[src/hw/rtl/stuf_pkg.sv]
// Package: shared types and constants for the strip tile unpack/flip block.
package stuf_pkg;

    localparam int STRIP_SLOTS     = 1024;
    localparam int WORDS_PER_STRIP = 8;
    localparam int OUT_WORDS       = 16;
    localparam int STRIP_W         = $clog2(STRIP_SLOTS);
    localparam int WSEL_W          = $clog2(WORDS_PER_STRIP);
    localparam int POS_W           = $clog2(OUT_WORDS);
    localparam int STORE_DEPTH     = STRIP_SLOTS * WORDS_PER_STRIP;
    localparam int STORE_AW        = STRIP_W + WSEL_W;
    localparam int Q_DEPTH         = 2;
    localparam int Q_PTR_W         = $clog2(Q_DEPTH);
    localparam int Q_CNT_W         = $clog2(Q_DEPTH + 1);

    localparam logic [POS_W-1:0] LAST_POS = POS_W'(OUT_WORDS - 1);

    localparam logic [31:0] LO_NIB_MASK = 32'h0F0F_0F0F;
    localparam logic [31:0] HI_NIB_MASK = 32'hF0F0_F0F0;
    localparam logic [31:0] HI_HALF     = 32'hFFFF_0000;
    localparam logic [31:0] LO_HALF     = 32'h0000_FFFF;
    localparam logic [31:0] HI_BYTES    = 32'hFF00_FF00;
    localparam logic [31:0] LO_BYTES    = 32'h00FF_00FF;

    typedef enum logic {
        CMD_LOAD = 1'b0,
        CMD_EMIT = 1'b1
    } t_cmd;

    typedef struct packed {
        logic        cmd;
        logic [12:0] load_addr;
        logic [31:0] load_data;
        logic [9:0]  strip_index;
        logic        flip;
        logic        final_strip;
    } t_item;

    typedef struct packed {
        logic [31:0] pixel_word;
        logic [3:0]  word_pos;
        logic        strip_end;
        logic        image_end;
    } t_result;

    // Classified work handed from front to back.
    typedef struct packed {
        t_cmd                cmd;
        logic [STORE_AW-1:0] addr;
        logic [31:0]         data;
        logic [STRIP_W-1:0]  strip;
        logic                mirror;
        logic                fin;
    } t_job;

    typedef struct packed {
        logic full;
        logic empty;
    } t_q_stat;

endpackage

[src/hw/rtl/stuf_queue.sv]
// Small job queue between front and back.
module stuf_queue import stuf_pkg::*; (
    input  logic    i_clk,
    input  logic    i_rst_n,
    input  logic    i_push,
    input  t_job    i_job,
    input  logic    i_pop,
    output t_job    o_head,
    output t_q_stat o_stat
);

    t_job                r_mem [Q_DEPTH];
    logic [Q_PTR_W-1:0]  r_wr, n_wr;
    logic [Q_PTR_W-1:0]  r_rd, n_rd;
    logic [Q_CNT_W-1:0]  r_cnt, n_cnt;

    assign o_stat.full  = (r_cnt == Q_CNT_W'(Q_DEPTH));
    assign o_stat.empty = (r_cnt == '0);
    assign o_head       = r_mem[r_rd];

    always_comb begin
        n_wr  = r_wr;
        n_rd  = r_rd;
        n_cnt = r_cnt;
        if (i_push) begin
            n_wr = (r_wr == Q_PTR_W'(Q_DEPTH - 1)) ? '0 : r_wr + 1'b1;
        end
        if (i_pop) begin
            n_rd = (r_rd == Q_PTR_W'(Q_DEPTH - 1)) ? '0 : r_rd + 1'b1;
        end
        if (i_push && !i_pop) begin
            n_cnt = r_cnt + 1'b1;
        end else if (!i_push && i_pop) begin
            n_cnt = r_cnt - 1'b1;
        end
    end

    always_ff @(posedge i_clk) begin
        if (!i_rst_n) begin
            r_wr  <= '0;
            r_rd  <= '0;
            r_cnt <= '0;
        end else begin
            r_wr  <= n_wr;
            r_rd  <= n_rd;
            r_cnt <= n_cnt;
        end
    end

    always_ff @(posedge i_clk) begin
        if (i_push) begin
            r_mem[r_wr] <= i_job;
        end
    end

endmodule

[config.mk]
export PLATFORM = sky130hd
export DESIGN_NAME = stuf_queue
export DESIGN_NICKNAME = d
export VERILOG_FILES = /design/src/hw/rtl/stuf_pkg.sv /design/src/hw/rtl/stuf_queue.sv
export SDC_FILE = /design/constraint.sdc
export NUM_CORES = 1
export LEC_CHECK = 0
export ABC_CLOCK_PERIOD_IN_PS = 3600
export BUFFER_PORTS_ARGS = -buffer_cell sky130_fd_sc_hd__buf_2
export CAP_MARGIN = 0
export CORE_MARGIN = 8
export CORE_UTILIZATION = 30
export DETAILED_ROUTE_END_ITERATION = 8
export PLACE_DENSITY = 0.52
export REMOVE_ABC_BUFFERS = 1
export SYNTH_ARGS = -nofsm -noshare
export SYNTH_HDL_FRONTEND = slang
export SYNTH_SLANG_ARGS = --single-unit
[constraint.sdc]
create_clock -name i_clk -period 3.6 [get_ports i_clk]
set_clock_uncertainty 0.15 [all_clocks]
set_input_delay 0.54 -clock i_clk [delete_from_list [all_inputs] [get_ports i_clk]]
set_output_delay 0.54 -clock i_clk [all_outputs]
set_load 0.01 [all_outputs]
Word-level counts from Yosys, hierarchy flattened:

Memory sizes are Yosys's and may differ from the RTL's. A register that Yosys moved wholly into a read port is not among the register bits.
Cells that the tools add are included.

* register bits: 4
* memory bits (writable): 116
* memories: 1

* add/subtract/negate cells: 4
* equal/unequal tests: 1
* multiplexer cells: 8
* reduce and logical (&&, ||, !) cells: 6

Memory list
* r_mem: words 2, bits a word 58, rd ports 1, clocked after Yosys merged registers in 1, wr ports 1, line stuf_queue.sv:12 `t_job r_mem [Q_DEPTH];`

Operator list (number)
* two-way mux 1 bit: 6
* two-way mux 2 bit: 2
* adder 1 bit, second input constant: 2
* adder 2 x 1 -> 2 bit, second input constant: 1
* == test 2 bit, second input constant: 1
* logical AND 1 bit: 2
* logical NOT 1 bit: 2
* logical NOT 2 bit: 1
* nonzero test 2 bit: 1
* subtractor 2 x 1 -> 2 bit, second input constant: 1

Longest topological paths before layout:

Gate-level depths: netlist of run 1.

* word-level depth: 4
* mapped depth: 5

Worst setup path after synthesis of run 1:

Ideal clock, no wire load.

* path type: input to register
* start point: input port i_push
* end point: memory r_mem[0][0] in the netlist's numbering, enable pin
* arrival time: 3.129 ns
* slack: -0.161 ns
* cell stages on the path: 1
* path buffers: 0
* cell sequence: nor2b_1

* longest elaborated chain between the ends: 2

Ends and longest elaborated chain
* start, declared: line stuf_queue.sv:5 `input logic i_push,`
* two-way mux 1 bit: line stuf_queue.sv:51 `if (i_push) begin`
* two-way mux 1 bit (not written as such): line stuf_queue.sv:52 `r_mem[r_wr] <= i_job;`
* end, declared: line stuf_queue.sv:12

No other way between the ends.

==> results_dict.tcl, run 1 <==
set metrics [dict create \
    status "finished clean" \
    start_util 0.3053 \
    synthArstFlopShare 0 \
    max-cap-violations 0 \
    grt_use_total 0.09904 \
    avgSynthCellArea_um2 21.80 \
    netlist_area_um2 4404 \
    postCtsSetupBuffers 0 \
    p_per_area_nw_per_um2 618.7 \
    whs_path_depth 1 \
    grt_pass1_vias 2563 \
    use_met1 0.1048 \
    grt_pass1_wl_um 13430 \
    drtAntennaViolNets 0 \
    drtPass1Iterations 4 \
    placeableCoreArea_um2 14420 \
    yosysSeqAreaShare 0.8136 \
    clkLatencyLatePin_ns 0.41 \
    avgRoutedWirePerCell_um 16.53 \
    cp-start-kind "flop" \
    criticalPathCategory "flop to output port" \
    fin_nets 403 \
    area_growth_pct 32.61 \
    grt_max_degree 46 \
    dp_hpwl_um 5824 \
    die_area_um2 18810 \
    vias 2280 \
    via_per_inst 4.246 \
    drtIter0Drc 127 \
    gp_congestion 0.6337 \
    globalRouteMet3Util 0.05286 \
    io_buffers 121 \
    crit_required_ns 2.91 \
    synthDistinctLibCells 18 \
    fin_crit_sh 0.7653 \
    drc_errors 0 \
    final.setup.tns_ns 0 \
    final_cells 537 \
    cts_sinks 121 \
    crit_arrival_ns 2.06 \
    postLayoutCoreUtil 0.4049 \
    htreeDepth 4 \
    period_minus_slack_ns 2.755 \
    tritoncts "built" \
    placed_cells 505 \
    rsz0062_at_grt "no" \
    synth_edf_count 116 \
    use_met2 0.1545 \
    synth_top_area_frac 0.7909 \
    hold_path_class "primary input to flop" \
    yosysMostFrequentCell "edfxtp_1" \
    clkSlewWorstSetupHoldPaths_ns 0.05 \
    cts_resized 0 \
    critPathCaptureType "output port" \
    holdBufCountCts 0 \
    relSlewSlack 0.4936 \
    root_buffer "clkbuf_16" \
    overflow 0 \
    die_h_um 137.2 \
    finalHoldViolCount 0 \
    placed_area_um2 5256 \
    final_cell_area_um2 5841 \
    antenna_found_initial 0 \
    tightest_slew_ns 0.7596 \
    peakVddDrop_mv 0.2631 \
    ys_top_cells_by_area "edfxtp_1 (79%), mux2_2 (15%), dfxtp_1 (2.3%), buf_6 (0.77%), and2_1 (0.57%)" \
    layout-drive-gt1-share 0.6091 \
    reg2regPathDepth 2 \
    final-setup-viol-count 0 \
    syn_inst 202 \
    synth_top_area_cell "edfxtp_1" \
    fmax_mhz 363.0 \
    top_usage_layer "met2" \
    cts_buffers 17 \
    io-pin-count 122 \
    post_synth_most_frequent_cells "edfxtp_1 (116), mux2_2 (57), dfxtp_1 (5)" \
    die_w_um 137.2 \
    diodes 0 \
    hold_ws_ns 0.1653 \
    routed_wl_um 8878 \
    yosysWarnings 0 \
    cts.path.max_buffers 2 \
    drv_slew 0 \
    ys_ff_latch 121 \
    fp-row-count 44 \
    p_leak_nw 2.204 \
    cp_max_fo 32 \
    synth_flop_cell "edfxtp_1" \
]
through the flow:
| stage | total power, mW | worst slack [ns] |
|---|---|---|
| 5_1_grt | 3.759 | 0.6999 |
| 2_1_floorplan | 1.851 | -0.1610 |
| 6_report | 3.614 | 0.8450 |
| 4_1_cts | 3.676 | 0.7601 |
| 3_3_place_gp | 2.004 | 1.236 |
| 3_5_place_dp | 2.011 | 1.212 |
final cells by class:
class / count / area (µm²)
Clock buffer: 24 / 491.7
Clock inverter: 8 / 92.59
Fill cell: 1363 / 8583
Inverter: 1 / 3.754
Multi-Input combinational cell: 74 / 777.0
Sequential cell: 121 / 3585
Tap cell: 184 / 230.2
Timing Repair Buffer: 125 / 660.6
critical path: stages, from the launching register on:
cell and delay (ns):
dfxtp_2 0.82, buf_12 0.30, mux2_2 0.38, buf_2 0.15
sequential cells by signal (all words and copies together), names as in the netlist, named ones only:
register,cells
r_cnt,2
r_rd,1
r_mem,116
r_wr,1
cell usage in the layout (no fill, tap or decap):
cell type	synthesis	routed
bufinv_16	0	2
ha_1	1	1
clkbuf_1	0	3
xnor2_1	1	1
mux2_1	1	1
and2_2	0	1
edfxtp_1	116	116
or3_1	1	1
buf_4	0	2
mux2_2	57	57
nor2_1	1	1
inv_1	1	1
and2_1	4	3
clkbuf_8	0	4
nor2b_4	0	1
dfxtp_1	5	4
a21boi_1	1	1
xor2_1	2	2
nor2b_1	2	1
and2b_2	1	1
buf_2	3	121
buf_12	0	2
clkinvlp_4	0	1
dfxtp_2	0	1
clkinv_2	0	5
clkbuf_16	0	17
o21a_1	1	1
o21ai_0	1	1
power breakdown:
part | total [mW] | internal, mW | switching, mW
combinational | 0.312 | 0.156 | 0.156
clock | 1.64 | 1.08 | 0.559
sequential | 1.66 | 1.63 | 0.0311
total | 3.61 | 2.87 | 0.746
layer usage:
| metal | wire length, µm | part of all wire |
|---|---|---|
| met1 | 3497 | 0.39 |
| met2 | 4366 | 0.49 |
| met3 | 816 | 0.092 |
| met4 | 197 | 0.022 |
| met5 | 0 | 0 |
worst paths after layout:
path | from | to | slack, ns
worst min register to register | r_cnt[1] | r_cnt[1] | 0.37
worst min-delay path | i_job[11] | r_mem[1][11] | 0.17
worst max-delay path | flop | o_head[32] | 0.85
worst max register to register | r_wr | r_mem[1][41] | 1.97
kinds of logic after synthesis:
family          synth area share
xor+xnor                0.005967
buf+inv                  0.01193
mux                       0.1483
fa+ha+maj               0.002840
compound gates          0.004546
flops                     0.8136
simple gates             0.01278
No activity file was read; power rests on OpenSTA's default activity.
==> run 2: changes to the inputs <==
--- a/config.mk
+++ b/config.mk
@@ -5,13 +5,13 @@
 export SDC_FILE = /design/constraint.sdc
 export NUM_CORES = 1
 export LEC_CHECK = 0
-export ABC_CLOCK_PERIOD_IN_PS = 3600
+export ABC_CLOCK_PERIOD_IN_PS = 2700
 export BUFFER_PORTS_ARGS = -buffer_cell sky130_fd_sc_hd__buf_2
 export CAP_MARGIN = 0
 export CORE_MARGIN = 8
 export CORE_UTILIZATION = 30
 export DETAILED_ROUTE_END_ITERATION = 8
-export PLACE_DENSITY = 0.52
+export PLACE_DENSITY = 0.5
 export REMOVE_ABC_BUFFERS = 1
 export SYNTH_ARGS = -nofsm -noshare
 export SYNTH_HDL_FRONTEND = slang
==> constraint.sdc (replaced) <==
create_clock -name i_clk -period 2.7 [get_ports i_clk]
set_clock_uncertainty 0.15 [all_clocks]
set_input_delay 0.405 -clock i_clk [delete_from_list [all_inputs] [get_ports i_clk]]
set_output_delay 0.405 -clock i_clk [all_outputs]
set_load 0.01 [all_outputs]
==> run 2 against run 1 <==
Worst hold slack got worse by 0.13 ns. Sequential power grew 32%. First-iteration DRC count down 34%. Register-to-register slack worse by 0.74 ns. Largest cell class unchanged. Largest power group unchanged.
==> results_dict.tcl, run 2 (synthesis results as in run 1) <==
set metrics [dict create \
    drv_slew 0 \
    p_leak_nw 2.180 \
    cp_max_fo 33 \
    layout-drive-gt1-share 0.5989 \
    drtPass1Iterations 4 \
    finalHoldViolCount 0 \
    rr_endpoint "r_mem[1][24]" \
    clkSlewWorstSetupHoldPaths_ns 0.05 \
    overflow 0 \
    fin_crit_sh 0.8372 \
    start_util 0.3053 \
    holdBufCountCts 0 \
    antenna_found_initial 1 \
    rsz0062_at_grt "no" \
    crit_arrival_ns 1.71 \
    tritoncts "built" \
    hold_path_class "primary input to flop" \
    dr_wl_met3_um 833 \
    cp-start-kind "flop" \
    postLayoutCoreUtil 0.4006 \
    grt_max_degree 60 \
    mostFrequentLayoutCell "buf_2" \
    fillers 1379 \
    cts_buffers 17 \
    cts_sinks 121 \
    slowest_stage "buf_4" \
    wl_met1_um 3991 \
    gp_congestion 0.6852 \
    placeableCoreArea_um2 14420 \
    fmax_mhz 442.4 \
    final_cells 538 \
    drc_errors 0 \
    clkLatencyLatePin_ns 0.40 \
    via_per_inst 4.348 \
    peakVddDrop_mv 0.3323 \
    critPathCaptureType "output port" \
    drtIter0Drc 84 \
    final_cell_area_um2 5778 \
    drtAntennaViolNets 0 \
    cts_resized 0 \
    largest_reg_flops 116 \
    period_minus_slack_ns 2.261 \
    htreeDepth 4 \
    diodes 0 \
    dp_hpwl_um 5882 \
    root_buffer "clkbuf_16" \
    die_h_um 137.2 \
    criticalPathCategory "flop to output port" \
    die_w_um 137.2 \
    final_cell_mix "buf_2 (121), edfxtp_1 (116), mux2_2 (57)" \
    vias 2339 \
    placed_area_um2 5251 \
    fin_ws_ns 0.4394 \
    cp_slowest_stage_delay_ns 0.41 \
    io-pin-count 122 \
    die_area_um2 18810 \
    postCtsSetupBuffers 0 \
    reg2regPathDepth 2 \
    relSlewSlack 0.6805 \
    reg_top3 "r_mem: 116 flops, r_cnt: 2 flops" \
    status "finished clean" \
    grt_pass1_vias 2599 \
    io_buffers 121 \
    highest_layer "met5" \
    routed_wl_um 9125 \
    grt_pass1_wl_um 14000 \
    wl_met2_um 4140 \
    reg2reg_slack_ns 1.23 \
    crit-reg2reg-launch "r_wr" \
    pre_cts_ws_ns 0.8409 \
    max-cap-violations 0 \
    crit_required_ns 2.14 \
    top_register "r_mem" \
    power_mw 4.616 \
    cts.path.max_buffers 2 \
    grt_use_total 0.1027 \
    p_per_area_nw_per_um2 798.9 \
    cp-endpoint "o_head[41]" \
    fin_nets 404 \
    area_growth_pct 31.19 \
    tightest_slew_ns 0.4793 \
    avgRoutedWirePerCell_um 16.96 \
    final-setup-viol-count 0 \
    fp-row-count 44 \
    path_cells "buf_4, mux2_2, buf_2" \
    placed_cells 506 \
]
## run 2: area by class of cell
class / count / area, µm² / area share
flip-flops and latches: 121 / 3585 / 0.6204
multi-input cells: 74 / 777.0 / 0.1345
well taps: 184 / 230.2 / 0.03984
inverters: 1 / 3.754 / 0.0006496
clock buffers: 28 / 506.7 / 0.08770
clock inverters: 4 / 20.02 / 0.003465
repair buffers: 126 / 655.6 / 0.1135
## run 2: worst min path at each step
stage,cells past startpoint,to,slack [ns],from
6_report,1,r_mem[1][2],0.04,i_job[2]
5_1_grt,1,r_mem[1][8],0.007,i_job[8]
3_3_place_gp,2,r_cnt[1],0.34,r_cnt[1]
3_5_place_dp,2,r_cnt[1],0.36,r_cnt[1]
2_1_floorplan,2,r_cnt[1],0.32,r_cnt[1]
4_1_cts,1,r_mem[0][55],0.01,i_job[55]
## run 2: per-stage QoR
step | hold WS [ns] | setup TNS, ns
finish | 0.03749 | 0
global route | 0.007095 | 0
CTS | 0.009531 | 0
detailed placement | 0.3599 | 0
global placement | 0.3385 | 0
floorplan | 0.3162 | -54.56
## run 2: power breakdown
part	switching, mW	leakage (nW)	internal [mW]
logic	0.229	0.787	0.206
clock network	0.724	0.262	1.26
registers	0.0235	1.13	2.17
## run 2: metal layers
layer | up-vias | GRT usage
met2 | 90 | 0.1551
met3 | 15 | 0.05874
met1 | 1152 | 0.1168
met5 | - | 0
li1 | 1080 | -
met4 | 2 | 0.04345
## run 2: critical path: cells and delay by family, from the launching register on
kind | cells | cell delay, ns
buffers and inverters | 2 | 0.56
DFF | 1 | 0.32
muxes | 1 | 0.41
==> run 3: changes to the inputs <==
--- a/config.mk
+++ b/config.mk
@@ -5,7 +5,7 @@
 export SDC_FILE = /design/constraint.sdc
 export NUM_CORES = 1
 export LEC_CHECK = 0
-export ABC_CLOCK_PERIOD_IN_PS = 2700
+export ABC_CLOCK_PERIOD_IN_PS = 2140
 export BUFFER_PORTS_ARGS = -buffer_cell sky130_fd_sc_hd__buf_2
 export CAP_MARGIN = 0
 export CORE_MARGIN = 8
==> constraint.sdc (replaced) <==
create_clock -name i_clk -period 2.14 [get_ports i_clk]
set_clock_uncertainty 0.15 [all_clocks]
set_input_delay 0.321 -clock i_clk [delete_from_list [all_inputs] [get_ports i_clk]]
set_output_delay 0.321 -clock i_clk [all_outputs]
set_load 0.01 [all_outputs]
==> run 3 against run 2 <==
First-iteration DRC count rose by 55%. Worst hold slack improved by 0.00074 ns. Via count rose by 7.0%. Register-to-register slack got worse by 0.62 ns. Clock power rose by 30%. Routed wire length barely moved. Global-route usage barely moved. Cell area rose by 11%. Largest cell class unchanged.
==> results_dict.tcl, run 3 (synthesis results as in run 1) <==
set metrics [dict create \
    cts.path.max_buffers 2 \
    vias 2502 \
    clkLatencyLatePin_ns 0.40 \
    diodes 0 \
    area_growth_pct 45.71 \
    p_leak_nw 2.441 \
    root_buffer "clkbuf_16" \
    tritoncts "built" \
    start_util 0.3053 \
    postCtsSetupBuffers 0 \
    mostFrequentLayoutCell "buf_2" \
    cts_sinks 121 \
    cp-start-kind "flop" \
    overflow 0 \
    peakVddDrop_mv 0.4720 \
    slowest_stage "mux2_2" \
    fin_crit_sh 0.9483 \
    htreeDepth 4 \
    drtIter0Drc 130 \
    grt_pass1_wl_um 14110 \
    drv_slew 0 \
    max-cap-violations 0 \
    fillers 1307 \
    crit_arrival_ns 1.56 \
    antenna_found_initial 0 \
    via_per_inst 4.198 \
    finalHoldViolCount 0 \
    worst-path-buf-inv 2 \
    cp_slowest_stage_delay_ns 0.38 \
    relSlewSlack 0.7273 \
    final-setup-viol-count 0 \
    tightest_slew_ns 0.4090 \
    top_register "r_mem" \
    hold_ws_ns 0.03823 \
    p_per_area_nw_per_um2 935.0 \
    final_cell_area_um2 6417 \
    cts_buffers 17 \
    rsz0062_at_grt "no" \
    status "finished clean" \
    reg_top3 "r_mem: 116 flops, r_cnt: 2 flops" \
    fin_nets 463 \
    cp_max_fo 20 \
    path_cells "buf_4, mux2_2, buf_2" \
    criticalPathCategory "flop to output port" \
    critPathCaptureType "output port" \
    dp_hpwl_um 5900 \
    power_mw 6.000 \
    fp-row-count 44 \
    grt_use_total 0.1022 \
    period_minus_slack_ns 2.029 \
    cts_resized 0 \
    drc_errors 0 \
    grt_pass1_vias 2713 \
    placeableCoreArea_um2 14420 \
    final_cell_mix "buf_2 (121), edfxtp_1 (116), dlygate4sd3_1 (58)" \
    io-pin-count 122 \
    crit_required_ns 1.67 \
    grt_max_degree 39 \
    gp_congestion 0.6503 \
    layout-drive-gt1-share 0.5170 \
    avgRoutedWirePerCell_um 15.32 \
    clkSlewWorstSetupHoldPaths_ns 0.05 \
    hold_path_class "primary input to flop" \
    die_area_um2 18810 \
    io_buffers 121 \
    largest_reg_flops 116 \
    fmax_mhz 492.7 \
    die_h_um 137.2 \
    drtPass1Iterations 4 \
    die_w_um 137.2 \
    placed_area_um2 5296 \
    routed_wl_um 9131 \
    cp_top_family "buffers and inverters" \
    drtAntennaViolNets 0 \
]
[run 3: cell count changes in the layout (fill, tap and decap cells not counted)]
cell	before	now
buf_4	4	2
bufinv_16	0	2
clkinvlp_4	0	1
clkinv_2	4	5
buf_12	1	4
clkbuf_8	4	0
clkinv_1	0	5
dlygate4sd3_1	0	58
clkbuf_1	7	1
[run 3: cell type report]
class | instances | area [µm²] | area share
Clock buffer | 18 | 429.2 | 0.06687
Timing Repair Buffer | 185 | 1281 | 0.1996
Tap cell | 184 | 230.2 | 0.03587
Clock inverter | 13 | 111.4 | 0.01735
Inverter | 1 | 3.754 | 0.0005849
Multi-Input combinational cell | 74 | 777.0 | 0.1211
Sequential cell | 121 | 3585 | 0.5586
[run 3: timing repair]
action | 4_1_cts | 5_1_grt
hold buffers | 58 | 0
setup endpoints to repair | 0 | 0
hold endpoints to repair | 116 | 0
[run 3: worst paths after layout]
kind / start / to / slack, ns / cells after the start
hold / removal: i_rst_n / r_wr / 0.04 / 2
setup / recovery: flop / o_head[44] / 0.11 / 3
hold reg to reg: r_cnt[1] / r_cnt[1] / 0.37 / 2
setup reg to reg: r_wr / r_mem[1][47] / 0.61 / 2
[run 3: stage by stage]
stage / util / setup slack, ns / TNS (ns) / std cells
floorplan: - / -1.403 / -109.10 / 196
global placement: 0.3672 / 0.5185 / 0 / 507
detailed placement: 0.3672 / 0.4932 / 0 / 507
CTS: 0.4449 / 0.03942 / 0 / 596
global route: 0.4449 / 0.01476 / 0 / 596
finish: 0.4449 / 0.1106 / 0 / 596
[run 3: report_power, final]
group / leakage, nW / switching, mW / internal [mW]
Combinational: 1.04 / 0.299 / 0.340
Clock: 0.266 / 0.923 / 1.67
Sequential: 1.13 / 0.0305 / 2.74
Total: 2.44 / 1.25 / 4.75
[run 3: routing by layer]
metal	GRT usage	up-vias	part of all wire
met5	0	-	0
met4	0.04345	0	0.015
met3	0.05543	11	0.090
met2	0.1589	91	0.46
met1	0.1143	1208	0.43
li1	-	1192	-
