==> src/hw/rtl/stuf_pkg.sv <==
// Package: shared types and constants for the strip tile unpack/flip block.
package stuf_pkg;

    localparam int STRIP_SLOTS     = 1024;
    localparam int WORDS_PER_STRIP = 8;
    localparam int OUT_WORDS       = 16;
    localparam int STRIP_W         = $clog2(STRIP_SLOTS);
    localparam int WSEL_W          = $clog2(WORDS_PER_STRIP);
    localparam int POS_W           = $clog2(OUT_WORDS);
    localparam int STORE_DEPTH     = STRIP_SLOTS * WORDS_PER_STRIP;
    localparam int STORE_AW        = STRIP_W + WSEL_W;
    localparam int Q_DEPTH         = 2;
    localparam int Q_PTR_W         = $clog2(Q_DEPTH);
    localparam int Q_CNT_W         = $clog2(Q_DEPTH + 1);

    localparam logic [POS_W-1:0] LAST_POS = POS_W'(OUT_WORDS - 1);

    localparam logic [31:0] LO_NIB_MASK = 32'h0F0F_0F0F;
    localparam logic [31:0] HI_NIB_MASK = 32'hF0F0_F0F0;
    localparam logic [31:0] HI_HALF     = 32'hFFFF_0000;
    localparam logic [31:0] LO_HALF     = 32'h0000_FFFF;
    localparam logic [31:0] HI_BYTES    = 32'hFF00_FF00;
    localparam logic [31:0] LO_BYTES    = 32'h00FF_00FF;

    typedef enum logic {
        CMD_LOAD = 1'b0,
        CMD_EMIT = 1'b1
    } t_cmd;

    typedef struct packed {
        logic        cmd;
        logic [12:0] load_addr;
        logic [31:0] load_data;
        logic [9:0]  strip_index;
        logic        flip;
        logic        final_strip;
    } t_item;

    typedef struct packed {
        logic [31:0] pixel_word;
        logic [3:0]  word_pos;
        logic        strip_end;
        logic        image_end;
    } t_result;

    // Classified work handed from front to back.
    typedef struct packed {
        t_cmd                cmd;
        logic [STORE_AW-1:0] addr;
        logic [31:0]         data;
        logic [STRIP_W-1:0]  strip;
        logic                mirror;
        logic                fin;
    } t_job;

    typedef struct packed {
        logic full;
        logic empty;
    } t_q_stat;

endpackage

==> src/hw/rtl/stuf_front.sv <==
// Front end: takes commands, holds mode and sequence counter, builds jobs.
module stuf_front import stuf_pkg::*; (
    input  logic    i_clk,
    input  logic    i_rst_n,
    input  logic    i_start,
    input  t_item   i_item,
    input  logic    i_cfg_valid,
    input  logic    i_cfg_data,
    input  t_q_stat i_q_stat,
    output logic    o_busy,
    output logic    o_push,
    output t_job    o_job
);

    logic               r_mapped, n_mapped;
    logic [STRIP_W-1:0] r_seq, n_seq;
    logic               accept;

    assign o_busy = i_q_stat.full;
    assign accept = i_start && !i_q_stat.full;
    assign o_push = accept;

    always_comb begin
        o_job.cmd    = t_cmd'(i_item.cmd);
        o_job.addr   = STORE_AW'(i_item.load_addr);
        o_job.data   = i_item.load_data;
        o_job.strip  = r_mapped ? i_item.strip_index[STRIP_W-1:0] : r_seq;
        o_job.mirror = r_mapped && i_item.flip;
        o_job.fin    = i_item.final_strip;
    end

    always_comb begin
        n_mapped = i_cfg_valid ? i_cfg_data : r_mapped;
        n_seq    = r_seq;
        if (accept && o_job.cmd == CMD_EMIT) begin
            if (i_item.final_strip) begin
                n_seq = '0;
            end else if (!r_mapped) begin
                n_seq = r_seq + 1'b1;
            end
        end
    end

    always_ff @(posedge i_clk) begin
        if (!i_rst_n) begin
            r_mapped <= 1'b1;
            r_seq    <= '0;
        end else begin
            r_mapped <= n_mapped;
            r_seq    <= n_seq;
        end
    end

endmodule

==> config.mk <==
export PLATFORM = sky130hd
export DESIGN_NAME = stuf_front
export DESIGN_NICKNAME = d
export VERILOG_FILES = /design/src/hw/rtl/stuf_pkg.sv /design/src/hw/rtl/stuf_front.sv
export SDC_FILE = /design/constraint.sdc
export NUM_CORES = 1
export LEC_CHECK = 0
export BUFFER_PORTS_ARGS = -buffer_cell sky130_fd_sc_hd__buf_4
export CAP_MARGIN = 20
export CORE_MARGIN = 3
export CORE_UTILIZATION = 34
export CTS_CLUSTER_SIZE = 24
export DETAILED_ROUTE_END_ITERATION = 16
export GPL_TIMING_DRIVEN = 0
export PLACE_DENSITY = 0.83
export SKIP_LAST_GASP = 1
export SLEW_MARGIN = 20
export SYNTH_ARGS = -nofsm -noshare
export SYNTH_HDL_FRONTEND = slang
export SYNTH_SLANG_ARGS = --single-unit
==> constraint.sdc <==
create_clock -name i_clk -period 3.9 [get_ports i_clk]
set_input_delay 0.39 -clock i_clk [delete_from_list [all_inputs] [get_ports i_clk]]
set_output_delay 0.39 -clock i_clk [all_outputs]
set_load 0.03 [all_outputs]
## Word level (Yosys, flattened, before mapping)

Index checks and enable logic that the tools add are counted.

| word-level totals | value |
|---|---|
| bits in registers | 11 |
| bits of input ports | 65 |
| word-level logic and storage cells | 12 |

| cells by class | value |
|---|---|
| mux-type cells | 3 |
| reductions and logical operators | 5 |
| add/sub/neg operators | 1 |
| equal/unequal tests | 1 |

Operators with widths:

| operator | number |
|---|---|
| $mux W10 | 3 |
| $add A10 B1 Y10 const B | 1 |
| $logic_and A1 B1 Y1 | 3 |
| $ne A2 B2 Y1 const B | 1 |
| $reduce_and A2 Y1 | 1 |
| $logic_not A1 Y1 | 1 |

## Logic depth before layout (Yosys ltp)

Gate-level depths: netlist of run 1.

| logic depth | value |
|---|---|
| depth in word-level cells | 4 |
| depth in mapped cells | 5 |
| gate-level depth less buffers | 5 |

## Worst setup path before layout of run 1

Ideal clock, no wire load.

| timing | value |
|---|---|
| path type | register -> output |
| start point | reg r_mapped |
| end point | out o_job[5] (netlist bit) |
| buffers on the path | 1 |
| cell stages (with the launch flop) | 3 |
| required time | 3510 ps |
| data arrival time | 1250 ps |
| path slack | 2260 ps |
| cell sequence | dfxtp_1 clkbuf_1 o21ai_0 |

RTL lines:

| what | line | text |
|---|---|---|
| start, declared | stuf_front.sv:15 | `logic r_mapped, n_mapped;` |
| start signal, assigned | stuf_front.sv:49 | `r_mapped <= n_mapped;` |
| end, declared | stuf_front.sv:12 | `output t_job o_job` |

==> run_summary.xml, run 1 <==
<?xml version="1.0" encoding="UTF-8"?>
<metrics>
  <group name="clock_tree">
    <metric name="count_of_hold_fix_buffers_inserted_at_cts" unit="">0</metric>
    <metric name="numCtsBuffers" unit="">3</metric>
    <metric name="htree_levels" unit="">1</metric>
    <metric name="ctsResizeCount" unit="">0</metric>
    <metric name="clk_pin_slew" unit="ns">0.07</metric>
    <metric name="tritoncts_clock_tree" unit="">done</metric>
    <metric name="root_buffer" unit="">clkbuf_4</metric>
    <metric name="clock_insertion_delay_worst_skew" unit="ns">0.27</metric>
    <metric name="number_of_buffers_added_for_setup_after_cts" unit="">0</metric>
    <metric name="tritoncts_num_sinks" unit="">11</metric>
    <metric name="clockBufferDepth" unit="">2</metric>
  </group>
  <group name="finish">
    <metric name="mostFrequentLayoutCells" unit="">buf_4, dfxtp_1, mux2_2</metric>
    <metric name="design.final.nets" unit="">271</metric>
    <metric name="mostFrequentLayoutCell" unit="">buf_4</metric>
    <metric name="seq_area" unit="µm²">220.2</metric>
    <metric name="fillerInstances" unit="">265</metric>
    <metric name="multiInputGateArea" unit="µm²">402.9</metric>
    <metric name="diodes" unit="">0</metric>
    <metric name="areaGrowthSynthToFinish" unit="%">64.36</metric>
    <metric name="layout-drive-gt1-share" unit="%">69.12</metric>
  </group>
  <group name="routing">
    <metric name="first_pass_iters" unit="">4</metric>
    <metric name="wire_per_inst" unit="µm">10.43</metric>
    <metric name="dr.first_iter.drc_count" unit="">22</metric>
    <metric name="drt_drc_violations_left" unit="">0</metric>
    <metric name="routed_wirelength" unit="mm">2.452</metric>
    <metric name="route.antenna.remaining_nets" unit="">0</metric>
    <metric name="route.vias.total" unit="">1025</metric>
    <metric name="detail_route.vias_per_cell" unit="">4.362</metric>
  </group>
  <group name="synthesis">
    <metric name="dominantRegCellSynth" unit="">dfxtp_1</metric>
    <metric name="synth_sequential_area_ratio" unit="%">21.78</metric>
    <metric name="synth_fp_nets" unit="">188</metric>
    <metric name="syn-instance-count" unit="">122</metric>
    <metric name="synth.avg_cell_area" unit="µm²">8.287</metric>
    <metric name="synth_warnings" unit="">0</metric>
    <metric name="synth_largest_type_area_fraction" unit="%">35.64</metric>
    <metric name="synthDistinctLibCells" unit="">28</metric>
    <metric name="cell_type_with_the_highest_aggregate_area_in_the_netlist" unit="">buf_4</metric>
    <metric name="yosys-top-cells-area" unit="">buf_4, dfxtp_1, mux2_2, xnor2_1, nor2_1</metric>
    <metric name="number_of_synthesized_flops_with_an_enable_pin" unit="">0</metric>
    <metric name="asyncSetResetFlopFracSynth" unit="%">0</metric>
    <metric name="syn_area" unit="µm²">1011</metric>
    <metric name="synth_seq_cells" unit="">11</metric>
  </group>
  <group name="timing">
    <metric name="final.min_clock_period" unit="ns">2.104</metric>
    <metric name="final_min_period_over_clock_period" unit="%">53.95</metric>
    <metric name="setup_total_negative_slack" unit="ns">0</metric>
    <metric name="max_clock_freq" unit="GHz">0.4753</metric>
    <metric name="grt_setup_unrepaired" unit="">no</metric>
    <metric name="hold_viol" unit="">0</metric>
    <metric name="timing.max_slew.rel_slack" unit="%">55.25</metric>
    <metric name="final-setup-viol-count" unit="">0</metric>
    <metric name="final-max-slew-violation-count" unit="">0</metric>
    <metric name="worst_slew_pin_slew" unit="ns">0.6668</metric>
    <metric name="clock_skew" unit="ns">0.006652</metric>
  </group>
  <group name="worst_setup_path">
    <metric name="crit_path_top_delay_cell" unit="">clkbuf_1</metric>
    <metric name="worst_path_largest_cell_delay" unit="ns">0.45</metric>
    <metric name="chain_of_cells_forming_the_critical_path" unit="">clkbuf_1 &gt; mux2_2 &gt; buf_4</metric>
    <metric name="setup.worst_path.start_class" unit="">flip-flop</metric>
    <metric name="critical_path.max_fanout" unit="">10</metric>
    <metric name="critPathCaptureType" unit="">output port</metric>
    <metric name="critPathKind" unit="">flip-flop to output port</metric>
    <metric name="cp_data_arrival_time" unit="ns">1.71</metric>
    <metric name="cp_data_required_time" unit="ns">3.51</metric>
  </group>
  <group name="die">
    <metric name="placementRows" unit="">19</metric>
    <metric name="floorplan.core_area" unit="µm²">2805</metric>
    <metric name="floorplan.initialDensity" unit="%">36.04</metric>
    <metric name="die_area" unit="µm²">3664</metric>
    <metric name="die_w" unit="µm">60.53</metric>
    <metric name="design.portCount" unit="">125</metric>
    <metric name="floorplan.die.height" unit="µm">60.53</metric>
  </group>
  <group name="global_route">
    <metric name="antenna_found_initial" unit="">0</metric>
    <metric name="globalRouteTotalUtil" unit="%">13.76</metric>
    <metric name="gr-total-overflow" unit="">0</metric>
    <metric name="grt_pass1_wl" unit="mm">3.870</metric>
    <metric name="grt_max_degree" unit="">11</metric>
    <metric name="number_of_global_route_vias_before_repair" unit="">930</metric>
  </group>
  <group name="min_path">
    <metric name="worstHoldPathType" unit="">primary input to flip-flop</metric>
  </group>
  <group name="place">
    <metric name="finalWeightedCongestion" unit="">0.8254</metric>
    <metric name="place.detailed.hpwl" unit="mm">2.139</metric>
    <metric name="placement.io_buffers" unit="">78</metric>
  </group>
  <group name="run">
    <metric name="maxCapViolCount" unit="">0</metric>
  </group>
  <group name="power_and_ir_drop">
    <metric name="power.leakage" unit="nW">0.8438</metric>
    <metric name="finalPower" unit="mW">0.3912</metric>
    <metric name="p_per_area" unit="nW/µm²">235.4</metric>
    <metric name="peakVddDrop" unit="µV">134.3</metric>
  </group>
  <group name="run_status">
    <metric name="run_status" unit="">finished, final reports clean</metric>
  </group>
</metrics>
[power by group]
part | internal [mW] | leakage (nW) | switching [mW]
Sequential | 0.113 | 0.0889 | 0.00159
Combinational | 0.0955 | 0.740 | 0.103
Clock | 0.0396 | 0.0150 | 0.0376
[Yosys cell counts (2+ instances only)]
master	n
a21oi_1	2
or3_1	2
o21ai_0	3
xnor2_1	7
nor4_1	3
nor2_1	8
inv_1	2
mux2_2	9
nor2b_1	2
dfxtp_1	11
buf_4	48
nand2_1	7
nand3_1	3
[through the flow]
step	utilization (%)	cells	instance area, µm²	worst slack [ns]	hold WS [ns]
after CTS	59.23	235	1662	1.765	0.2857
after floorplan	-	122	1011	2.260	0.4519
final	59.23	235	1662	1.796	0.2909
after detailed placement	58.30	231	1635	2.064	0.5048
after global placement	58.30	231	1635	2.068	0.4836
after global routing	59.23	235	1662	1.669	0.2925
[worst paths after layout]
path / startpoint / end / slack (ns) / cells after the start
worst max-delay path: r_mapped / o_job[8] / 1.80 / 3
worst min-delay path: i_rst_n / r_mapped / 0.29 / 2
worst max register to register: r_mapped / r_seq[9] / 2.27 / 5
worst min register to register: r_seq[1] / r_seq[1] / 0.51 / 2
[worst max-delay path, delay by kind of cell, from the launching register on]
kind / cells / cell delay (ns)
buffers and inverters: 2 / 0.62
flip-flops: 1 / 0.43
multiplexers: 1 / 0.40
[sequential cells by signal (all words and copies together) (netlist names)]
signal	count
r_seq	10
r_mapped	1
[routing by layer]
metal	part of all wire [%]	vias up	wire [µm]	global-route usage (%)
li1	-	523	-	-
met1	35	441	859	16.32
met2	53	59	1296	24.54
met3	12	2	288	4.894
met4	0.33	0	8	1.858
met5	0	-	0	0
[cell type report]
type,count,area share [%]
Sequential cell,11,13.25
Buffer,51,22.89
Clock buffer,4,1.581
Multi-Input combinational cell,58,24.25
Tap cell,31,2.334
Inverter,2,0.4518
Timing Repair Buffer,78,35.24
[cell families (layout without fill, tap and decap cells)]
kind of cell | after synthesis | after routing | synth area share [%]
XOR/XNOR | 7 | 7 | 6.064
buffers and inverters | 53 | 135 | 38.37
multiplexers | 10 | 10 | 11.02
flip-flops | 11 | 11 | 21.78
AO/OA/AOI/OAI | 8 | 8 | 4.455
adder cells (fa/ha/maj) | 1 | 1 | 1.237
AND/OR/NAND/NOR | 32 | 32 | 17.08
Power figures use the tool's default switching activity.
==> run 2, diff against run 1 <==
--- a/config.mk
+++ b/config.mk
@@ -8,11 +8,11 @@
 export BUFFER_PORTS_ARGS = -buffer_cell sky130_fd_sc_hd__buf_4
 export CAP_MARGIN = 20
 export CORE_MARGIN = 3
-export CORE_UTILIZATION = 34
+export CORE_UTILIZATION = 29
 export CTS_CLUSTER_SIZE = 24
 export DETAILED_ROUTE_END_ITERATION = 16
 export GPL_TIMING_DRIVEN = 0
-export PLACE_DENSITY = 0.83
+export PLACE_DENSITY = 0.75
 export SKIP_LAST_GASP = 1
 export SLEW_MARGIN = 20
 export SYNTH_ARGS = -nofsm -noshare
==> constraint.sdc (replaced) <==
create_clock -name i_clk -period 1.9 [get_ports i_clk]
set_input_delay 0.19 -clock i_clk [delete_from_list [all_inputs] [get_ports i_clk]]
set_output_delay 0.19 -clock i_clk [all_outputs]
set_load 0.03 [all_outputs]
==> run 2 against run 1 <==
Compared with the run above: non-clock buffer count did not move; first-iteration DRC count fell by 86%; largest power group unchanged; routed wire length rose by 7.9%; critical path depth did not move; clock skew rose by 0.00074 ns; sequential cell count did not move; final area rose by 1.1%; sequential share of layout area fell by 0.14 points; utilization fell by 6.4 points.
==> run_summary.xml, run 2 (synthesis results as in run 1) <==
<?xml version="1.0" encoding="UTF-8"?>
<metrics>
  <group name="finish">
    <metric name="mostFrequentLayoutCell" unit="">buf_4</metric>
    <metric name="fillerInstances" unit="">332</metric>
    <metric name="areaGrowthSynthToFinish" unit="%">66.09</metric>
    <metric name="finalCoreUtilization" unit="%">52.83</metric>
    <metric name="reg.largest.list" unit="">r_seq: 10 flops, r_mapped: 1 flops</metric>
    <metric name="design.final.nets" unit="">271</metric>
    <metric name="post_layout_nonfiller_instances" unit="">248</metric>
    <metric name="largest_register_ff_count" unit="">10</metric>
    <metric name="mostFrequentLayoutCells" unit="">buf_4, dfxtp_1, mux2_2</metric>
    <metric name="max_flop_register" unit="">r_seq</metric>
    <metric name="diodes" unit="">0</metric>
    <metric name="layout-drive-gt1-share" unit="%">69.61</metric>
    <metric name="final_area" unit="µm²">1679</metric>
  </group>
  <group name="timing">
    <metric name="max_clock_freq" unit="GHz">0.5819</metric>
    <metric name="final.min_clock_period" unit="ns">1.718</metric>
    <metric name="final_min_period_over_clock_period" unit="%">90.44</metric>
    <metric name="final-setup-viol-count" unit="">0</metric>
    <metric name="setup_total_negative_slack" unit="ns">0</metric>
    <metric name="grt_setup_unrepaired" unit="">no</metric>
    <metric name="hold_ws" unit="ns">0.09288</metric>
    <metric name="timing.final.ws_setup" unit="ns">0.1816</metric>
    <metric name="clock_skew" unit="ns">0.007393</metric>
    <metric name="hold_viol" unit="">0</metric>
    <metric name="worst_slew_pin_slew" unit="ns">0.6761</metric>
    <metric name="final-max-slew-violation-count" unit="">0</metric>
    <metric name="timing.max_slew.rel_slack" unit="%">54.62</metric>
  </group>
  <group name="place">
    <metric name="placement.io_buffers" unit="">78</metric>
    <metric name="dpl_cell_area" unit="µm²">1652</metric>
    <metric name="pre_cts_setup_slack" unit="ns">0.2496</metric>
    <metric name="place.detailed.hpwl" unit="mm">2.241</metric>
    <metric name="finalWeightedCongestion" unit="">0.7822</metric>
    <metric name="post-place-cells" unit="">244</metric>
  </group>
  <group name="routing">
    <metric name="dr.first_iter.drc_count" unit="">3</metric>
    <metric name="wire_per_inst" unit="µm">10.67</metric>
    <metric name="first_pass_iters" unit="">2</metric>
    <metric name="drt_drc_violations_left" unit="">0</metric>
    <metric name="detail_route.vias_per_cell" unit="">4.016</metric>
    <metric name="route.antenna.remaining_nets" unit="">0</metric>
    <metric name="route.vias.total" unit="">996</metric>
    <metric name="routed_wirelength" unit="mm">2.646</metric>
  </group>
  <group name="power_and_ir_drop">
    <metric name="peakVddDrop" unit="µV">180.8</metric>
    <metric name="power.leakage" unit="nW">0.8464</metric>
    <metric name="finalPower" unit="mW">0.8081</metric>
    <metric name="p_per_area" unit="nW/µm²">481.2</metric>
  </group>
  <group name="die">
    <metric name="design.portCount" unit="">125</metric>
    <metric name="placementRows" unit="">20</metric>
    <metric name="floorplan.core_area" unit="µm²">3178</metric>
    <metric name="die_w" unit="µm">65.05</metric>
    <metric name="floorplan.die.height" unit="µm">65.05</metric>
    <metric name="floorplan.initialDensity" unit="%">31.81</metric>
    <metric name="die_area" unit="µm²">4231</metric>
  </group>
  <group name="clock_tree">
    <metric name="clock_insertion_delay_worst_skew" unit="ns">0.27</metric>
    <metric name="count_of_hold_fix_buffers_inserted_at_cts" unit="">0</metric>
    <metric name="numCtsBuffers" unit="">3</metric>
    <metric name="clk_pin_slew" unit="ns">0.07</metric>
    <metric name="clockBufferDepth" unit="">2</metric>
    <metric name="tritoncts_clock_tree" unit="">done</metric>
    <metric name="root_buffer" unit="">clkbuf_4</metric>
    <metric name="number_of_buffers_added_for_setup_after_cts" unit="">0</metric>
    <metric name="tritoncts_num_sinks" unit="">11</metric>
    <metric name="htree_levels" unit="">1</metric>
  </group>
  <group name="global_route">
    <metric name="globalRouteTotalUtil" unit="%">11.28</metric>
    <metric name="globalRouteMet2Util" unit="%">20.82</metric>
    <metric name="antenna_found_initial" unit="">0</metric>
    <metric name="global_route.peak_usage_layer" unit="">met2</metric>
    <metric name="gr-total-overflow" unit="">0</metric>
    <metric name="grt_util_met3" unit="%">3.813</metric>
    <metric name="globalRouteMet1Util" unit="%">11.49</metric>
    <metric name="grt_pass1_wl" unit="mm">3.760</metric>
    <metric name="grt_max_degree" unit="">11</metric>
    <metric name="number_of_global_route_vias_before_repair" unit="">892</metric>
  </group>
  <group name="worst_setup_path">
    <metric name="cp_data_required_time" unit="ns">1.71</metric>
    <metric name="cp_data_arrival_time" unit="ns">1.53</metric>
    <metric name="critical_path.max_fanout" unit="">10</metric>
    <metric name="setup.worst_path.start_class" unit="">flip-flop</metric>
    <metric name="critPathCaptureType" unit="">output port</metric>
    <metric name="critPathKind" unit="">flip-flop to output port</metric>
  </group>
  <group name="run_status">
    <metric name="run_status" unit="">finished, final reports clean</metric>
  </group>
  <group name="min_path">
    <metric name="worstHoldPathType" unit="">primary input to flip-flop</metric>
  </group>
  <group name="run">
    <metric name="maxCapViolCount" unit="">0</metric>
  </group>
</metrics>
[run 2: cell types whose count changed in the layout (fill, tap and decap cells not counted)]
cell | previous run | this run
clkbuf_2 | 0 | 1
clkbuf_1 | 2 | 1
[run 2: path summary, 6_finish.rpt]
| kind | from | cells past startpoint | endpoint | slack, ns |
|---|---|---|---|---|
| setup / recovery | r_mapped | 3 | o_job[8] | 0.18 |
| hold / removal | i_rst_n | 2 | r_mapped | 0.09 |
| setup reg to reg | r_mapped | 5 | r_seq[9] | 0.28 |
| hold reg to reg | r_seq[9] | 2 | r_seq[9] | 0.51 |
[run 2: critical path, cell delays in order, from the launching register on]
cell and delay, ns:
dfxtp_1 0.42, clkbuf_2 0.29, mux2_2 0.37, buf_4 0.17
[run 2: routing by layer]
metal  routed length [µm]  share of wire, %
met2                 1374                52
met5                    0                 0
met1                  940                36
met4                   12              0.45
met3                  318                12
[run 2: area by class of cell]
| class | instances | area [µm²] | share of cell area [%] |
|---|---|---|---|
| timing repair buffer | 78 | 585.6 | 34.87 |
| multi-input combinational | 58 | 402.9 | 23.99 |
| buffer | 51 | 381.6 | 22.73 |
| sequential | 11 | 220.2 | 13.11 |
| tap | 44 | 55.05 | 3.279 |
| clock buffer | 4 | 26.28 | 1.565 |
| inverter | 2 | 7.507 | 0.4471 |
[run 2: what timing repair did]
item | in CTS | in global routing
endpoints found under the setup margin | 6 | 0
endpoints found under the hold margin | 0 | 0
resized for setup | 1 | 0
[run 2: where the power goes]
group	switching [mW]	total (mW)	internal (mW)
clock	0.0811	0.162	0.0812
combinational	0.214	0.410	0.196
sequential	0.00310	0.236	0.233
==> run 3, diff against run 2 <==
--- a/config.mk
+++ b/config.mk
@@ -7,7 +7,6 @@
 export LEC_CHECK = 0
 export BUFFER_PORTS_ARGS = -buffer_cell sky130_fd_sc_hd__buf_4
 export CAP_MARGIN = 20
-export CORE_MARGIN = 3
 export CORE_UTILIZATION = 29
 export CTS_CLUSTER_SIZE = 24
 export DETAILED_ROUTE_END_ITERATION = 16
==> run 3 against run 2 <==
Compared with the run above: critical path depth stayed put; clock power is essentially flat; sequential power about the same; final area grew 0.15%; final cell count is 0.81% higher; maximum frequency is 0.11% higher; routed wire length decreased by 18%; global-route usage is 0.58 points higher; sequential share of layout area barely moved; non-clock buffer count is the same; total power is essentially flat; critical path type unchanged; clock skew is essentially flat.
==> run_summary.xml, run 3 (synthesis results as in run 1) <==
<?xml version="1.0" encoding="UTF-8"?>
<metrics>
  <group name="run_status">
    <metric name="run_status" unit="">finished, final reports clean</metric>
  </group>
  <group name="die">
    <metric name="die_w" unit="µm">61.05</metric>
    <metric name="placementRows" unit="">21</metric>
    <metric name="floorplan.initialDensity" unit="%">30.30</metric>
    <metric name="floorplan.die.height" unit="µm">61.05</metric>
    <metric name="die_area" unit="µm²">3726</metric>
    <metric name="design.portCount" unit="">125</metric>
    <metric name="floorplan.core_area" unit="µm²">3337</metric>
  </group>
  <group name="worst_setup_path">
    <metric name="critical-path-top-delay-family" unit="">buffers and inverters</metric>
    <metric name="worst_path_largest_cell_delay" unit="ns">0.42</metric>
    <metric name="chain_of_cells_forming_the_critical_path" unit="">clkbuf_2 &gt; mux2_2 &gt; buf_4</metric>
    <metric name="critPathCaptureType" unit="">output port</metric>
    <metric name="cp_data_arrival_time" unit="ns">1.53</metric>
    <metric name="crit_buf_inv" unit="">2</metric>
    <metric name="critPathKind" unit="">flip-flop to output port</metric>
    <metric name="setup.worst_path.start_class" unit="">flip-flop</metric>
    <metric name="cp_data_required_time" unit="ns">1.71</metric>
    <metric name="critical_path.max_fanout" unit="">10</metric>
    <metric name="crit_path_top_delay_cell" unit="">dfxtp_1</metric>
  </group>
  <group name="finish">
    <metric name="mostFrequentLayoutCell" unit="">buf_4</metric>
    <metric name="multiInputGateArea" unit="µm²">402.9</metric>
    <metric name="layout-drive-gt1-share" unit="%">69.61</metric>
    <metric name="finalCoreUtilization" unit="%">50.39</metric>
    <metric name="fillerInstances" unit="">355</metric>
    <metric name="post_layout_nonfiller_instances" unit="">250</metric>
    <metric name="reg.largest.list" unit="">r_seq: 10 flops, r_mapped: 1 flops</metric>
    <metric name="areaGrowthSynthToFinish" unit="%">66.34</metric>
    <metric name="diodes" unit="">0</metric>
    <metric name="design.final.nets" unit="">271</metric>
    <metric name="final_area" unit="µm²">1682</metric>
    <metric name="largest_register_ff_count" unit="">10</metric>
    <metric name="seq_area" unit="µm²">220.2</metric>
    <metric name="max_flop_register" unit="">r_seq</metric>
    <metric name="mostFrequentLayoutCells" unit="">buf_4, dfxtp_1, mux2_2</metric>
  </group>
  <group name="routing">
    <metric name="wire_per_inst" unit="µm">8.696</metric>
    <metric name="wl_met2" unit="mm">1.099</metric>
    <metric name="topRoutingLayerUsed" unit="">met4</metric>
    <metric name="met3WireLength" unit="µm">264</metric>
    <metric name="route.vias.total" unit="">1031</metric>
    <metric name="drt_drc_violations_left" unit="">0</metric>
    <metric name="drt-met1-wl" unit="µm">785</metric>
    <metric name="routed_wirelength" unit="mm">2.174</metric>
    <metric name="detail_route.vias_per_cell" unit="">4.124</metric>
    <metric name="route.antenna.remaining_nets" unit="">0</metric>
    <metric name="first_pass_iters" unit="">4</metric>
    <metric name="dr.first_iter.drc_count" unit="">23</metric>
  </group>
  <group name="place">
    <metric name="place.detailed.hpwl" unit="mm">1.793</metric>
    <metric name="finalWeightedCongestion" unit="">0.8024</metric>
    <metric name="dpl_cell_area" unit="µm²">1654</metric>
    <metric name="placement.io_buffers" unit="">78</metric>
    <metric name="pre_cts_setup_slack" unit="ns">0.2535</metric>
    <metric name="post-place-cells" unit="">246</metric>
  </group>
  <group name="global_route">
    <metric name="antenna_found_initial" unit="">0</metric>
    <metric name="globalRouteTotalUtil" unit="%">11.86</metric>
    <metric name="grt_pass1_wl" unit="mm">3.291</metric>
    <metric name="number_of_global_route_vias_before_repair" unit="">830</metric>
    <metric name="gr-total-overflow" unit="">0</metric>
    <metric name="grt_max_degree" unit="">11</metric>
  </group>
  <group name="power_and_ir_drop">
    <metric name="power.leakage" unit="nW">0.8464</metric>
    <metric name="peakVddDrop" unit="µV">192.4</metric>
    <metric name="p_per_area" unit="nW/µm²">480.6</metric>
    <metric name="finalPower" unit="mW">0.8082</metric>
  </group>
  <group name="timing">
    <metric name="final-setup-viol-count" unit="">0</metric>
    <metric name="hold_viol" unit="">0</metric>
    <metric name="final_min_period_over_clock_period" unit="%">90.34</metric>
    <metric name="final.min_clock_period" unit="ns">1.716</metric>
    <metric name="hold_ws" unit="ns">0.07709</metric>
    <metric name="max_clock_freq" unit="GHz">0.5826</metric>
    <metric name="grt_setup_unrepaired" unit="">no</metric>
    <metric name="setup_total_negative_slack" unit="ns">0</metric>
    <metric name="timing.max_slew.rel_slack" unit="%">54.52</metric>
    <metric name="final-max-slew-violation-count" unit="">0</metric>
    <metric name="worst_slew_pin_slew" unit="ns">0.6777</metric>
    <metric name="timing.final.ws_setup" unit="ns">0.1836</metric>
    <metric name="clock_skew" unit="ns">0.007847</metric>
  </group>
  <group name="run">
    <metric name="maxCapViolCount" unit="">0</metric>
  </group>
  <group name="clock_tree">
    <metric name="tritoncts_clock_tree" unit="">done</metric>
    <metric name="count_of_hold_fix_buffers_inserted_at_cts" unit="">0</metric>
    <metric name="clk_pin_slew" unit="ns">0.07</metric>
    <metric name="root_buffer" unit="">clkbuf_4</metric>
    <metric name="htree_levels" unit="">1</metric>
    <metric name="number_of_buffers_added_for_setup_after_cts" unit="">0</metric>
    <metric name="ctsResizeCount" unit="">1</metric>
    <metric name="clockBufferDepth" unit="">2</metric>
    <metric name="clock_insertion_delay_worst_skew" unit="ns">0.28</metric>
    <metric name="tritoncts_num_sinks" unit="">11</metric>
    <metric name="numCtsBuffers" unit="">3</metric>
  </group>
  <group name="min_path">
    <metric name="worstHoldPathType" unit="">primary input to flip-flop</metric>
  </group>
</metrics>
[run 3: cell counts in the layout (fill, tap and decap cells not counted)]
Identical to the previous run, type by type.
[run 3: path summary, 6_finish.rpt]
path / startpoint / to / slack [ns] / depth (start not counted)
worst min-delay path: i_rst_n / r_mapped / 0.08 / 2
worst max register to register: r_mapped / r_seq[9] / 0.30 / 5
worst max-delay path: r_mapped / o_job[8] / 0.18 / 3
worst min register to register: r_seq[9] / r_seq[9] / 0.49 / 2
[run 3: cell type report]
cell class              count  share of cell area [%]
well taps                  46                   3.423
clock buffers               4                   1.563
multi-input cells          58                   23.96
inverters                   2                  0.4464
flip-flops and latches     11                   13.10
repair buffers             78                   34.82
plain buffers              51                   22.69
[run 3: where the power goes]
group	leakage [nW]	internal [mW]	switching (mW)
clock	0.0150	0.0815	0.0837
combinational	0.743	0.196	0.211
sequential	0.0889	0.233	0.00313
total	0.846	0.511	0.298
[run 3: layer usage]
metal | global-route usage (%) | vias to the layer above
met3 | 3.992 | 3
met2 | 22.36 | 64
met1 | 12.20 | 439
met4 | 3.896 | 0
li1 | - | 525
met5 | 0 | -
